## src/design/irpc_pkg.sv

```systemverilog
// Package with the types, codes and constants of the infrared pulse capture block.
`default_nettype none

package irpc_pkg;

  localparam int unsigned APB_AW = 5;
  localparam int unsigned APB_DW = 32;

  localparam logic [15:0] GAP_LIMIT_RST   = 16'd100;
  localparam logic [7:0]  USEC_TICK_RST   = 8'd50;
  localparam logic        MARK_LEVEL_RST  = 1'b0;
  localparam logic [15:0] LEAD_MIN_RST    = 16'd3000;
  localparam logic [15:0] LEAD_MAX_RST    = 16'd12000;
  localparam logic [7:0]  MIN_ENTRIES_RST = 8'd10;

  localparam logic [15:0] TIMER_MAX  = 16'hFFFF;
  localparam logic [23:0] LEN_LIMIT  = 24'd65535;
  localparam logic [15:0] LEN_SAT    = 16'hFFFF;
  localparam int unsigned SHORT_FRAME = 2;

  typedef enum logic [2:0] {
    REG_GAP_LIMIT   = 3'd0,
    REG_USEC_TICK   = 3'd1,
    REG_MARK_LEVEL  = 3'd2,
    REG_LEAD_MIN    = 3'd3,
    REG_LEAD_MAX    = 3'd4,
    REG_MIN_ENTRIES = 3'd5
  } reg_index_t;

  typedef enum logic [1:0] {
    CMD_TICK  = 2'd0,
    CMD_REARM = 2'd1,
    CMD_READ  = 2'd2,
    CMD_NOP   = 2'd3
  } cmd_t;

  typedef enum logic [3:0] {
    PH_IDLE  = 4'b0001,
    PH_MARK  = 4'b0010,
    PH_SPACE = 4'b0100,
    PH_STOP  = 4'b1000
  } phase_t;

  localparam logic [1:0] PH_CODE_IDLE  = 2'd0;
  localparam logic [1:0] PH_CODE_MARK  = 2'd1;
  localparam logic [1:0] PH_CODE_SPACE = 2'd2;
  localparam logic [1:0] PH_CODE_STOP  = 2'd3;

  typedef struct packed {
    logic [15:0] gap_limit;
    logic [7:0]  usec_per_tick;
    logic        mark_level;
    logic [15:0] lead_min_us;
    logic [15:0] lead_max_us;
    logic [7:0]  min_entries;
  } cfg_t;

  function automatic logic [1:0] phase_code(input phase_t ph);
    logic [1:0] code;
    case (ph)
      PH_IDLE:  code = PH_CODE_IDLE;
      PH_MARK:  code = PH_CODE_MARK;
      PH_SPACE: code = PH_CODE_SPACE;
      PH_STOP:  code = PH_CODE_STOP;
      default:  code = PH_CODE_IDLE;
    endcase
    return code;
  endfunction

endpackage

`default_nettype wire

```

## src/design/irpc_if.sv

```systemverilog
// Handshake channels carrying the command words and the result words.
`default_nettype none

interface irpc_item_if;
  logic       valid;
  logic       ready;
  logic [1:0] cmd;
  logic       pin_level;
  logic [6:0] read_index;

  modport source (output valid, output cmd, output pin_level, output read_index,
                  input ready);
  modport sink (input valid, input cmd, input pin_level, input read_index,
                output ready);
endinterface

interface irpc_result_if;
  logic        valid;
  logic        ready;
  logic [15:0] entry_value;
  logic        recorded;
  logic [6:0]  entry_index;
  logic [7:0]  entry_total;
  logic [1:0]  phase;
  logic        frame_ready;

  modport source (output valid, output entry_value, output recorded, output entry_index,
                  output entry_total, output phase, output frame_ready, input ready);
  modport sink (input valid, input entry_value, input recorded, input entry_index,
                input entry_total, input phase, input frame_ready, output ready);
endinterface

`default_nettype wire

```

## src/design/irpc_regs.sv

```systemverilog
// Configuration register bank behind the APB-style port.
`default_nettype none

module irpc_regs (
  input  wire logic                       clk,
  input  wire logic                       rst,
  input  wire logic                       psel,
  input  wire logic                       penable,
  input  wire logic                       pwrite,
  input  wire logic [irpc_pkg::APB_AW-1:0] paddr,
  input  wire logic [irpc_pkg::APB_DW-1:0] pwdata,
  output      logic [irpc_pkg::APB_DW-1:0] prdata,
  output      logic                       pready,
  output      irpc_pkg::cfg_t             cfg
);

  logic                   wr_en;
  irpc_pkg::reg_index_t   reg_sel;

  assign pready  = 1'b1;
  assign wr_en   = psel && penable && pwrite && pready;
  assign reg_sel = irpc_pkg::reg_index_t'(paddr[irpc_pkg::APB_AW-1:2]);

  always_ff @(posedge clk) begin
    if (rst) begin
      cfg.gap_limit     <= irpc_pkg::GAP_LIMIT_RST;
      cfg.usec_per_tick <= irpc_pkg::USEC_TICK_RST;
      cfg.mark_level    <= irpc_pkg::MARK_LEVEL_RST;
      cfg.lead_min_us   <= irpc_pkg::LEAD_MIN_RST;
      cfg.lead_max_us   <= irpc_pkg::LEAD_MAX_RST;
      cfg.min_entries   <= irpc_pkg::MIN_ENTRIES_RST;
    end else if (wr_en) begin
      case (reg_sel)
        irpc_pkg::REG_GAP_LIMIT:   cfg.gap_limit     <= pwdata[15:0];
        irpc_pkg::REG_USEC_TICK:   cfg.usec_per_tick <= pwdata[7:0];
        irpc_pkg::REG_MARK_LEVEL:  cfg.mark_level    <= pwdata[0];
        irpc_pkg::REG_LEAD_MIN:    cfg.lead_min_us   <= pwdata[15:0];
        irpc_pkg::REG_LEAD_MAX:    cfg.lead_max_us   <= pwdata[15:0];
        irpc_pkg::REG_MIN_ENTRIES: cfg.min_entries   <= pwdata[7:0];
        default: ;
      endcase
    end
  end

  always_comb begin
    case (reg_sel)
      irpc_pkg::REG_GAP_LIMIT:   prdata = irpc_pkg::APB_DW'(cfg.gap_limit);
      irpc_pkg::REG_USEC_TICK:   prdata = irpc_pkg::APB_DW'(cfg.usec_per_tick);
      irpc_pkg::REG_MARK_LEVEL:  prdata = irpc_pkg::APB_DW'(cfg.mark_level);
      irpc_pkg::REG_LEAD_MIN:    prdata = irpc_pkg::APB_DW'(cfg.lead_min_us);
      irpc_pkg::REG_LEAD_MAX:    prdata = irpc_pkg::APB_DW'(cfg.lead_max_us);
      irpc_pkg::REG_MIN_ENTRIES: prdata = irpc_pkg::APB_DW'(cfg.min_entries);
      default:                   prdata = '0;
    endcase
  end

endmodule

`default_nettype wire

```

## src/design/ir_raw_pulse_capture.sv

```systemverilog
// Top level of the infrared receiver mark and space capture block.
//
// The block takes one command word per cycle unless held off (tick with a pin sample,
// rearm, or read of a stored entry) and returns a registered result word for each, as
// entries come from a duration store with a registered read port. Each tick with no frame
// ready updates the capture phase, the tick timer and the entry count and appends at most
// one duration to the store, so words may follow each other without gaps. Entries at or
// above the current count read as zero; the store needs no clearing pass after reset.
`default_nettype none

module ir_raw_pulse_capture #(
  parameter int unsigned STORE_DEPTH = 128
) (
  input  wire logic                        clk,
  input  wire logic                        rst,
  irpc_item_if.sink                        item,
  irpc_result_if.source                    result,
  input  wire logic                        psel,
  input  wire logic                        penable,
  input  wire logic                        pwrite,
  input  wire logic [irpc_pkg::APB_AW-1:0] paddr,
  input  wire logic [irpc_pkg::APB_DW-1:0] pwdata,
  output      logic [irpc_pkg::APB_DW-1:0] prdata,
  output      logic                        pready
);

  localparam int unsigned AW = $clog2(STORE_DEPTH);
  localparam int unsigned CW = $clog2(STORE_DEPTH + 1);
  localparam int unsigned MW = (CW > 8) ? CW : 8;
  localparam int unsigned RW = (CW > 7) ? CW : 7;
  localparam logic [CW-1:0] DEPTH_C = CW'(STORE_DEPTH);

  irpc_pkg::cfg_t   cfg;

  logic [15:0]      store_mem [STORE_DEPTH];

  logic [15:0]      timer;
  logic [15:0]      timer_next;
  logic [CW-1:0]    count;
  logic [CW-1:0]    count_next;
  irpc_pkg::phase_t phase;
  irpc_pkg::phase_t phase_next;
  irpc_pkg::phase_t ph_eff;
  logic             ready_flag;
  logic             ready_next;
  logic [15:0]      lead_us;
  logic [15:0]      lead_eff;

  logic             accept;
  logic [15:0]      timer_inc;
  logic [23:0]      us;
  logic [15:0]      us_sat;
  logic [15:0]      us_gap;
  logic             is_mark;
  logic             wr_en;
  logic [CW-1:0]    wr_idx;
  logic [15:0]      wr_val;
  logic             rec;
  logic [6:0]       pos;
  logic             is_read;
  logic             in_range;

  logic             o_valid;
  logic [15:0]      o_val;
  logic             o_rec;
  logic [6:0]       o_pos;
  logic [7:0]       o_total;
  logic [1:0]       o_phase;
  logic             o_ready;
  logic             o_is_read;
  logic             o_in_range;
  logic [15:0]      rd_data;

  irpc_regs u_regs (
    .clk     (clk),
    .rst     (rst),
    .psel    (psel),
    .penable (penable),
    .pwrite  (pwrite),
    .paddr   (paddr),
    .pwdata  (pwdata),
    .prdata  (prdata),
    .pready  (pready),
    .cfg     (cfg)
  );

  assign item.ready = !o_valid || result.ready;
  assign accept     = item.valid && item.ready;

  assign is_read  = irpc_pkg::cmd_t'(item.cmd) == irpc_pkg::CMD_READ;
  assign in_range = RW'(item.read_index) < RW'(count);

  always_comb begin
    timer_inc  = (timer != irpc_pkg::TIMER_MAX) ? timer + 16'd1 : timer;
    us         = 24'(cfg.usec_per_tick) * 24'(timer_inc);
    us_sat     = (us > irpc_pkg::LEN_LIMIT) ? irpc_pkg::LEN_SAT : us[15:0];
    us_gap     = (us >= irpc_pkg::LEN_LIMIT) ? 16'd0 : us[15:0];
    is_mark    = item.pin_level == cfg.mark_level;
    timer_next = timer;
    count_next = count;
    phase_next = phase;
    ready_next = ready_flag;
    ph_eff     = phase;
    wr_en      = 1'b0;
    wr_idx     = count;
    wr_val     = us_sat;
    rec        = 1'b0;
    pos        = 7'd0;
    lead_eff   = 16'd0;
    case (irpc_pkg::cmd_t'(item.cmd))
      irpc_pkg::CMD_TICK: begin
        if (!ready_flag) begin
          timer_next = timer_inc;
          ph_eff     = (count >= DEPTH_C) ? irpc_pkg::PH_STOP : phase;
          phase_next = ph_eff;
          case (ph_eff)
            irpc_pkg::PH_IDLE: begin
              if (is_mark) begin
                timer_next = 16'd0;
                if (timer_inc >= cfg.gap_limit) begin
                  wr_en      = 1'b1;
                  wr_idx     = '0;
                  wr_val     = us_gap;
                  rec        = 1'b1;
                  count_next = CW'(1);
                  phase_next = irpc_pkg::PH_MARK;
                end
              end
            end
            irpc_pkg::PH_MARK: begin
              if (!is_mark) begin
                wr_en      = 1'b1;
                rec        = 1'b1;
                pos        = 7'(count);
                count_next = count + CW'(1);
                timer_next = 16'd0;
                phase_next = irpc_pkg::PH_SPACE;
              end
            end
            irpc_pkg::PH_SPACE: begin
              if (is_mark) begin
                wr_en      = 1'b1;
                rec        = 1'b1;
                pos        = 7'(count);
                count_next = count + CW'(1);
                timer_next = 16'd0;
                phase_next = irpc_pkg::PH_MARK;
              end else if (timer_inc > cfg.gap_limit) begin
                phase_next = irpc_pkg::PH_STOP;
              end
            end
            irpc_pkg::PH_STOP: begin
              if (count <= CW'(irpc_pkg::SHORT_FRAME)) begin
                phase_next = irpc_pkg::PH_IDLE;
              end
              if (is_mark) begin
                timer_next = 16'd0;
              end
            end
            default: ;
          endcase
          lead_eff = (count_next > CW'(1)) ? lead_us : 16'd0;
          if (phase_next == irpc_pkg::PH_STOP && MW'(count_next) > MW'(cfg.min_entries)
              && lead_eff >= cfg.lead_min_us && lead_eff <= cfg.lead_max_us) begin
            ready_next = 1'b1;
          end
        end
      end
      irpc_pkg::CMD_REARM: begin
        count_next = '0;
        phase_next = irpc_pkg::PH_IDLE;
        ready_next = 1'b0;
      end
      default: ;
    endcase
  end

  always_ff @(posedge clk) begin
    if (rst) begin
      timer      <= '0;
      count      <= '0;
      phase      <= irpc_pkg::PH_IDLE;
      ready_flag <= 1'b0;
    end else if (accept) begin
      timer      <= timer_next;
      count      <= count_next;
      phase      <= phase_next;
      ready_flag <= ready_next;
    end
  end

  always_ff @(posedge clk) begin
    if (accept && wr_en) begin
      store_mem[AW'(wr_idx)] <= wr_val;
    end
    if (accept && is_read) begin
      rd_data <= store_mem[AW'(item.read_index)];
    end
  end

  always_ff @(posedge clk) begin
    if (accept && wr_en && wr_idx == CW'(1)) begin
      lead_us <= wr_val;
    end
  end

  always_ff @(posedge clk) begin
    if (rst) begin
      o_valid <= 1'b0;
    end else if (accept) begin
      o_valid <= 1'b1;
    end else if (result.ready) begin
      o_valid <= 1'b0;
    end
  end

  always_ff @(posedge clk) begin
    if (accept) begin
      o_val      <= rec ? wr_val : 16'd0;
      o_rec      <= rec;
      o_pos      <= is_read ? item.read_index : pos;
      o_total    <= 8'(count_next);
      o_phase    <= irpc_pkg::phase_code(phase_next);
      o_ready    <= ready_next;
      o_is_read  <= is_read;
      o_in_range <= in_range;
    end
  end

  assign result.valid       = o_valid;
  assign result.entry_value = o_is_read ? (o_in_range ? rd_data : 16'd0) : o_val;
  assign result.recorded    = o_rec;
  assign result.entry_index = o_pos;
  assign result.entry_total = o_total;
  assign result.phase       = o_phase;
  assign result.frame_ready = o_ready;

endmodule

`default_nettype wire

```

## src/flat_wrapper.sv

```systemverilog
// flat-port wrapper written by rule: the top's interface ports become plain ports
module ir_raw_pulse_capture_flat 
#(
  parameter int unsigned STORE_DEPTH = 128
)
  (clk, rst, psel, penable, pwrite, paddr, pwdata, prdata, pready, item_valid, item_cmd, item_pin_level, item_read_index, item_ready, result_valid, result_entry_value, result_recorded, result_entry_index, result_entry_total, result_phase, result_frame_ready, result_ready);
  irpc_item_if item_i ();
  irpc_result_if result_i ();
  input  wire logic clk;
  input  wire logic rst;
  input  wire logic psel;
  input  wire logic penable;
  input  wire logic pwrite;
  input  wire logic [irpc_pkg::APB_AW-1:0] paddr;
  input  wire logic [irpc_pkg::APB_DW-1:0] pwdata;
  output      logic [irpc_pkg::APB_DW-1:0] prdata;
  output      logic pready;
  input wire logic [$bits(item_i.valid)-1:0] item_valid;
  input wire logic [$bits(item_i.cmd)-1:0] item_cmd;
  input wire logic [$bits(item_i.pin_level)-1:0] item_pin_level;
  input wire logic [$bits(item_i.read_index)-1:0] item_read_index;
  output wire logic [$bits(item_i.ready)-1:0] item_ready;
  output wire logic [$bits(result_i.valid)-1:0] result_valid;
  output wire logic [$bits(result_i.entry_value)-1:0] result_entry_value;
  output wire logic [$bits(result_i.recorded)-1:0] result_recorded;
  output wire logic [$bits(result_i.entry_index)-1:0] result_entry_index;
  output wire logic [$bits(result_i.entry_total)-1:0] result_entry_total;
  output wire logic [$bits(result_i.phase)-1:0] result_phase;
  output wire logic [$bits(result_i.frame_ready)-1:0] result_frame_ready;
  input wire logic [$bits(result_i.ready)-1:0] result_ready;
  assign item_i.valid = item_valid;
  assign item_i.cmd = item_cmd;
  assign item_i.pin_level = item_pin_level;
  assign item_i.read_index = item_read_index;
  assign item_ready = item_i.ready;
  assign result_valid = result_i.valid;
  assign result_entry_value = result_i.entry_value;
  assign result_recorded = result_i.recorded;
  assign result_entry_index = result_i.entry_index;
  assign result_entry_total = result_i.entry_total;
  assign result_phase = result_i.phase;
  assign result_frame_ready = result_i.frame_ready;
  assign result_i.ready = result_ready;
  ir_raw_pulse_capture #(.STORE_DEPTH(STORE_DEPTH)) u_core (.clk(clk), .rst(rst), .item(item_i), .result(result_i), .psel(psel), .penable(penable), .pwrite(pwrite), .paddr(paddr), .pwdata(pwdata), .prdata(prdata), .pready(pready));
endmodule
```

## config.mk

```make
export PLATFORM = sky130hd
export DESIGN_NAME = ir_raw_pulse_capture_flat
export DESIGN_NICKNAME = d
export VERILOG_FILES = /design/src/design/irpc_pkg.sv /design/src/design/irpc_if.sv /design/src/design/irpc_regs.sv /design/src/design/ir_raw_pulse_capture.sv /design/src/flat_wrapper.sv
export SDC_FILE = /design/constraint.sdc
export NUM_CORES = 2
export LEC_CHECK = 0
export BUFFER_PORTS_ARGS = -buffer_cell sky130_fd_sc_hd__buf_2
export CAP_MARGIN = 15
export CORE_MARGIN = 1.5
export CORE_UTILIZATION = 40
export CTS_BUF_LIST = sky130_fd_sc_hd__clkbuf_4
export CTS_CLUSTER_DIAMETER = 50
export DETAILED_ROUTE_END_ITERATION = 12
export SYNTH_ARGS = -nofsm -noshare
export SYNTH_HDL_FRONTEND = slang
export SYNTH_SLANG_ARGS = --single-unit
```

## constraint.sdc

```tcl
create_clock -name clk -period 30.6 [get_ports clk]
set_clock_uncertainty 0.15 [all_clocks]
set_input_delay 1.53 -clock clk [delete_from_list [all_inputs] [get_ports clk]]
set_output_delay 1.53 -clock clk [all_outputs]
set_load 0.02 [all_outputs]
```

==> flow_metrics.py <==
metrics = {
    "floorplanning": {
        "core_mm2": 0.228,
        "fp.dieH_um": 482,
        "die_area_mm2": 0.233,
        "initial_core_util_pct": 40.3,
        "row_count": 175,
        "ios": 124,
        "dieWidth_um": 482,
    },
    "timing": {
        "max_freq_mhz": 98.3,
        "post-route-min-period_ns": 10.17,
        "fin_hold_ws_ns": 0.273,
        "rsz0062_at_grt": "false",
        "tightest_slew_ns": 1.20,
        "hold_violations": 0,
        "report.final.setup_viol": 0,
        "post-route-period-util_pct": 33.2,
        "fin_setup_tns_ns": 0,
        "slew_violations": 0,
        "slew_headroom_pct": 19.7,
    },
    "pwr": {
        "p_switching_mw": 1.34,
        "pwr-share-comb_pct": 5.0,
        "powerDensity_mw_per_mm2": 58.0,
        "switching_share_pct": 22.3,
        "power_frac_clock_pct": 39.9,
        "p_seq_share_pct": 55.1,
        "p_leak_nw": 34.7,
        "internal-power_mw": 4.66,
        "max-vdd-ir-drop_v": 0.0000413,
    },
    "synth": {
        "synthFlopType": "edfxtp_1",
        "synth.area.top_cells": "edfxtp_1, mux4_2, dfxtp_1, fa_1, ha_1",
        "synth_edf_count": 2117,
        "synth.distinct_cells": 78,
        "synth.top_cells.by_count": "edfxtp_1, mux4_2, nor2_1",
        "synth_async_sr_flop_share_pct": 0,
        "yosysTopAreaCell": "edfxtp_1",
        "synthesis.instances": 4684,
        "avgSynthCellArea_um2": 19.6,
        "synth_compound_area_share_pct": 2.48,
        "yosysSeqAreaShare_pct": 71.3,
        "synthAdderAreaFrac_pct": 3.34,
        "yosys.area_share.simple_pct": 3.86,
        "syn_area_mm2": 0.0919,
        "ys_ff_latch": 2212,
        "synth_top_family_by_area": "multiplexers",
        "yosysWarningCount": 0,
        "synth_most_common_cell": "edfxtp_1",
        "synth_mux_area_share_pct": 16.9,
        "synth_top_area_share_pct": 69.2,
        "synthXorXnorAreaFrac_pct": 0.267,
    },
    "route": {
        "vias": 48300,
        "drt_first_iter_violations": 4846,
        "wl_per_cell_um": 26.5,
        "drt_wl_total_um": 230000,
        "drc_errors": 0,
        "dr.pass1.iters": 5,
        "via_per_inst": 5.57,
        "ant_nets": 0,
    },
    "setup_path": {
        "start_kind": "flop",
        "ff2ff_path_depth": 25,
        "criticalPathCategory": "flop to flop",
        "end_kind": "flop",
        "r2r_setup_slack_ns": 20.43,
        "timing.rr.end": "u_core.store_mem[33][14]$_DFFE_PP_",
        "cp.required_ns": 31.41,
        "cp.arrival_ns": 10.99,
        "rr_startpoint": "u_core.timer[0]$_SDFFE_PP0P_",
        "path_max_fanout": 96,
    },
    "global_routing": {
        "grt_pass1_vias": 49500,
        "grt_usage_pct": 19.8,
        "grt_pass1_wl_um": 335000,
        "grt_max_degree": 145,
        "antenna_found_initial": 18,
        "grt-ovfl-total": 0,
    },
    "finish": {
        "drive_gt1_share_pct": 33.1,
        "fin_cells": 8679,
        "syn_to_final_growth_pct": 12.7,
        "fin_nets": 5550,
        "fin_area_mm2": 0.104,
    },
    "worst_hold_path": {
        "hp-start": "pwdata[10]",
        "hold_depth": 2,
        "hold_path.class": "input pin to flop",
        "holdPathEnd": "u_core.u_regs.cfg[18]$_SDFFE_PP1P_",
    },
    "placed_design": {
        "dp_hpwl_um": 136000,
        "post-place-cells": 7730,
        "portBuffers": 88,
        "gp_congestion": 0.860,
        "place_area_mm2": 0.0968,
    },
    "clock_tree": {
        "cts_buffer_depth": 4,
        "clkLatencyLatePin_ns": 1.39,
        "clk_pin_slew_worst_paths_ns": 0.06,
        "hold_buffers": 0,
        "cts_setup_buffers": 0,
        "cts_sinks": 2212,
        "cts_buffers": 573,
        "cts.repair.resized": 0,
        "htreeDepth": 6,
        "cts_root_buf": "clkbuf_4",
        "cts_tree": "built",
    },
    "flow_run": {
        "cap_violations": 0,
    },
    "outcome": {
        "status": "finished clean",
    },
}
[placed cells by master (no fill, tap or decap), types with 37 or more instances in the layout]
cell	netlist	routed
inv_1	185	185
o21ai_0	72	71
a21oi_1	104	104
edfxtp_1	2117	2117
clkinv_1	2	76
buf_2	2	83
nand2_1	162	162
a22oi_1	37	37
nor2_1	264	244
nand3_1	39	39
clkbuf_4	0	817
buf_4	17	189
mux4_2	672	672
nor2b_1	41	41
and2_1	117	117
dfxtp_1	95	95
fa_1	84	84
ha_1	110	110
[cell type report]
cell class	instances	area, µm²
diodes	12	30.0
clock inverters	114	532
fillers	19500	124000
inverters	188	706
flip-flops and latches	2212	65500
well taps	3009	3760
repair buffers	283	2030
clock buffers	817	6130
multi-input cells	2044	24900
[critical path, stage by stage, from the launching register on]
cell and delay, ns:
dfxtp_1 0.43, ha_1 0.27, and3_1 0.29, nand3_2 0.23, and2_1 0.28, nand3_1 0.12
xor2_1 0.83, nor2b_1 0.16, fa_1 0.55, fa_1 0.52, fa_1 0.53, inv_1 0.06
fa_1 0.49, inv_1 0.04, ha_1 0.40, and3_1 0.27, nand2_1 0.08, a211oi_1 0.51
or3_1 0.19, a211oi_1 0.08, or4_1 0.76, a41oi_2 0.41, nor3_4 0.05, buf_4 0.28
nor2_4 0.72, buf_4 0.83
[registers in the layout (all words and copies together) (netlist names)]
signal                     cells
u_core.store_mem            2048
u_core.u_regs.cfg             65
u_core.lead_us                16
u_core.o_val                  16
u_core.rd_data                16
u_core.timer                  16
u_core.count                   8
u_core.result.entry_total      8
u_core.result.entry_index      7
u_core.phase                   4
u_core.result.phase            2
u_core.o_in_range              1
u_core.o_is_read               1
u_core.ready_flag              1
u_core.result.frame_ready      1
u_core.result.recorded         1
u_core.result.valid            1
[cells by family after synthesis]
kind of cell / Yosys count
muxes: 708
xor gates and xnor gates: 28
adders and majority gates: 195
buffers and inverters: 443
and+or+nand+nor: 744
AOI/OAI and AO/OA: 352
DFF: 2212
other: 2
[worst max-delay path by stage]
stage | from | endpoint | slack [ns] | cells past startpoint
after floorplan | u_core.timer[6]$_SDFFE_PP0P_ | u_core.lead_us[13]$_DFFE_PP_ | 20.23 | 27
after global placement | u_core.timer[6]$_SDFFE_PP0P_ | u_core.store_mem[56][5]$_DFFE_PP_ | 20.65 | 25
after detailed placement | u_core.timer[6]$_SDFFE_PP0P_ | u_core.store_mem[124][2]$_DFFE_PP_ | 20.39 | 25
after CTS | u_core.timer[0]$_SDFFE_PP0P_ | u_core.store_mem[70][2]$_DFFE_PP_ | 20.27 | 25
after global routing | u_core.timer[0]$_SDFFE_PP0P_ | u_core.store_mem[78][4]$_DFFE_PP_ | 19.74 | 25
final | u_core.timer[0]$_SDFFE_PP0P_ | u_core.store_mem[33][14]$_DFFE_PP_ | 20.43 | 25
[stage by stage]
step | util [%] | setup slack [ns] | total power, mW
2_1_floorplan | - | 20.23 | 3.57
3_3_place_gp | 42.5 | 20.65 | 3.67
3_5_place_dp | 42.5 | 20.39 | 3.67
4_1_cts | 45.4 | 20.27 | 6.08
5_1_grt | 45.4 | 19.74 | 6.24
6_report | 45.4 | 20.43 | 6.00
[power groups by stage]
stage | Combinational [mW] | Clock, mW | Sequential, mW
6_report | 0.302 | 2.39 | 3.31
2_1_floorplan | 0.196 | 0 | 3.37
3_3_place_gp | 0.301 | 0 | 3.37
5_1_grt | 0.319 | 2.62 | 3.30
3_5_place_dp | 0.304 | 0 | 3.37
4_1_cts | 0.304 | 2.47 | 3.30
[per-layer routing]
layer  up-vias  GRT usage (%)  part of all wire [%]
met3       350           4.19                   6.9
met5         -              0                0.0091
met1     25600           27.4                    43
met2      1880           31.6                    48
li1      20500              -                     -
met4         4           6.30                   2.5
Power figures use the tool's default switching activity.
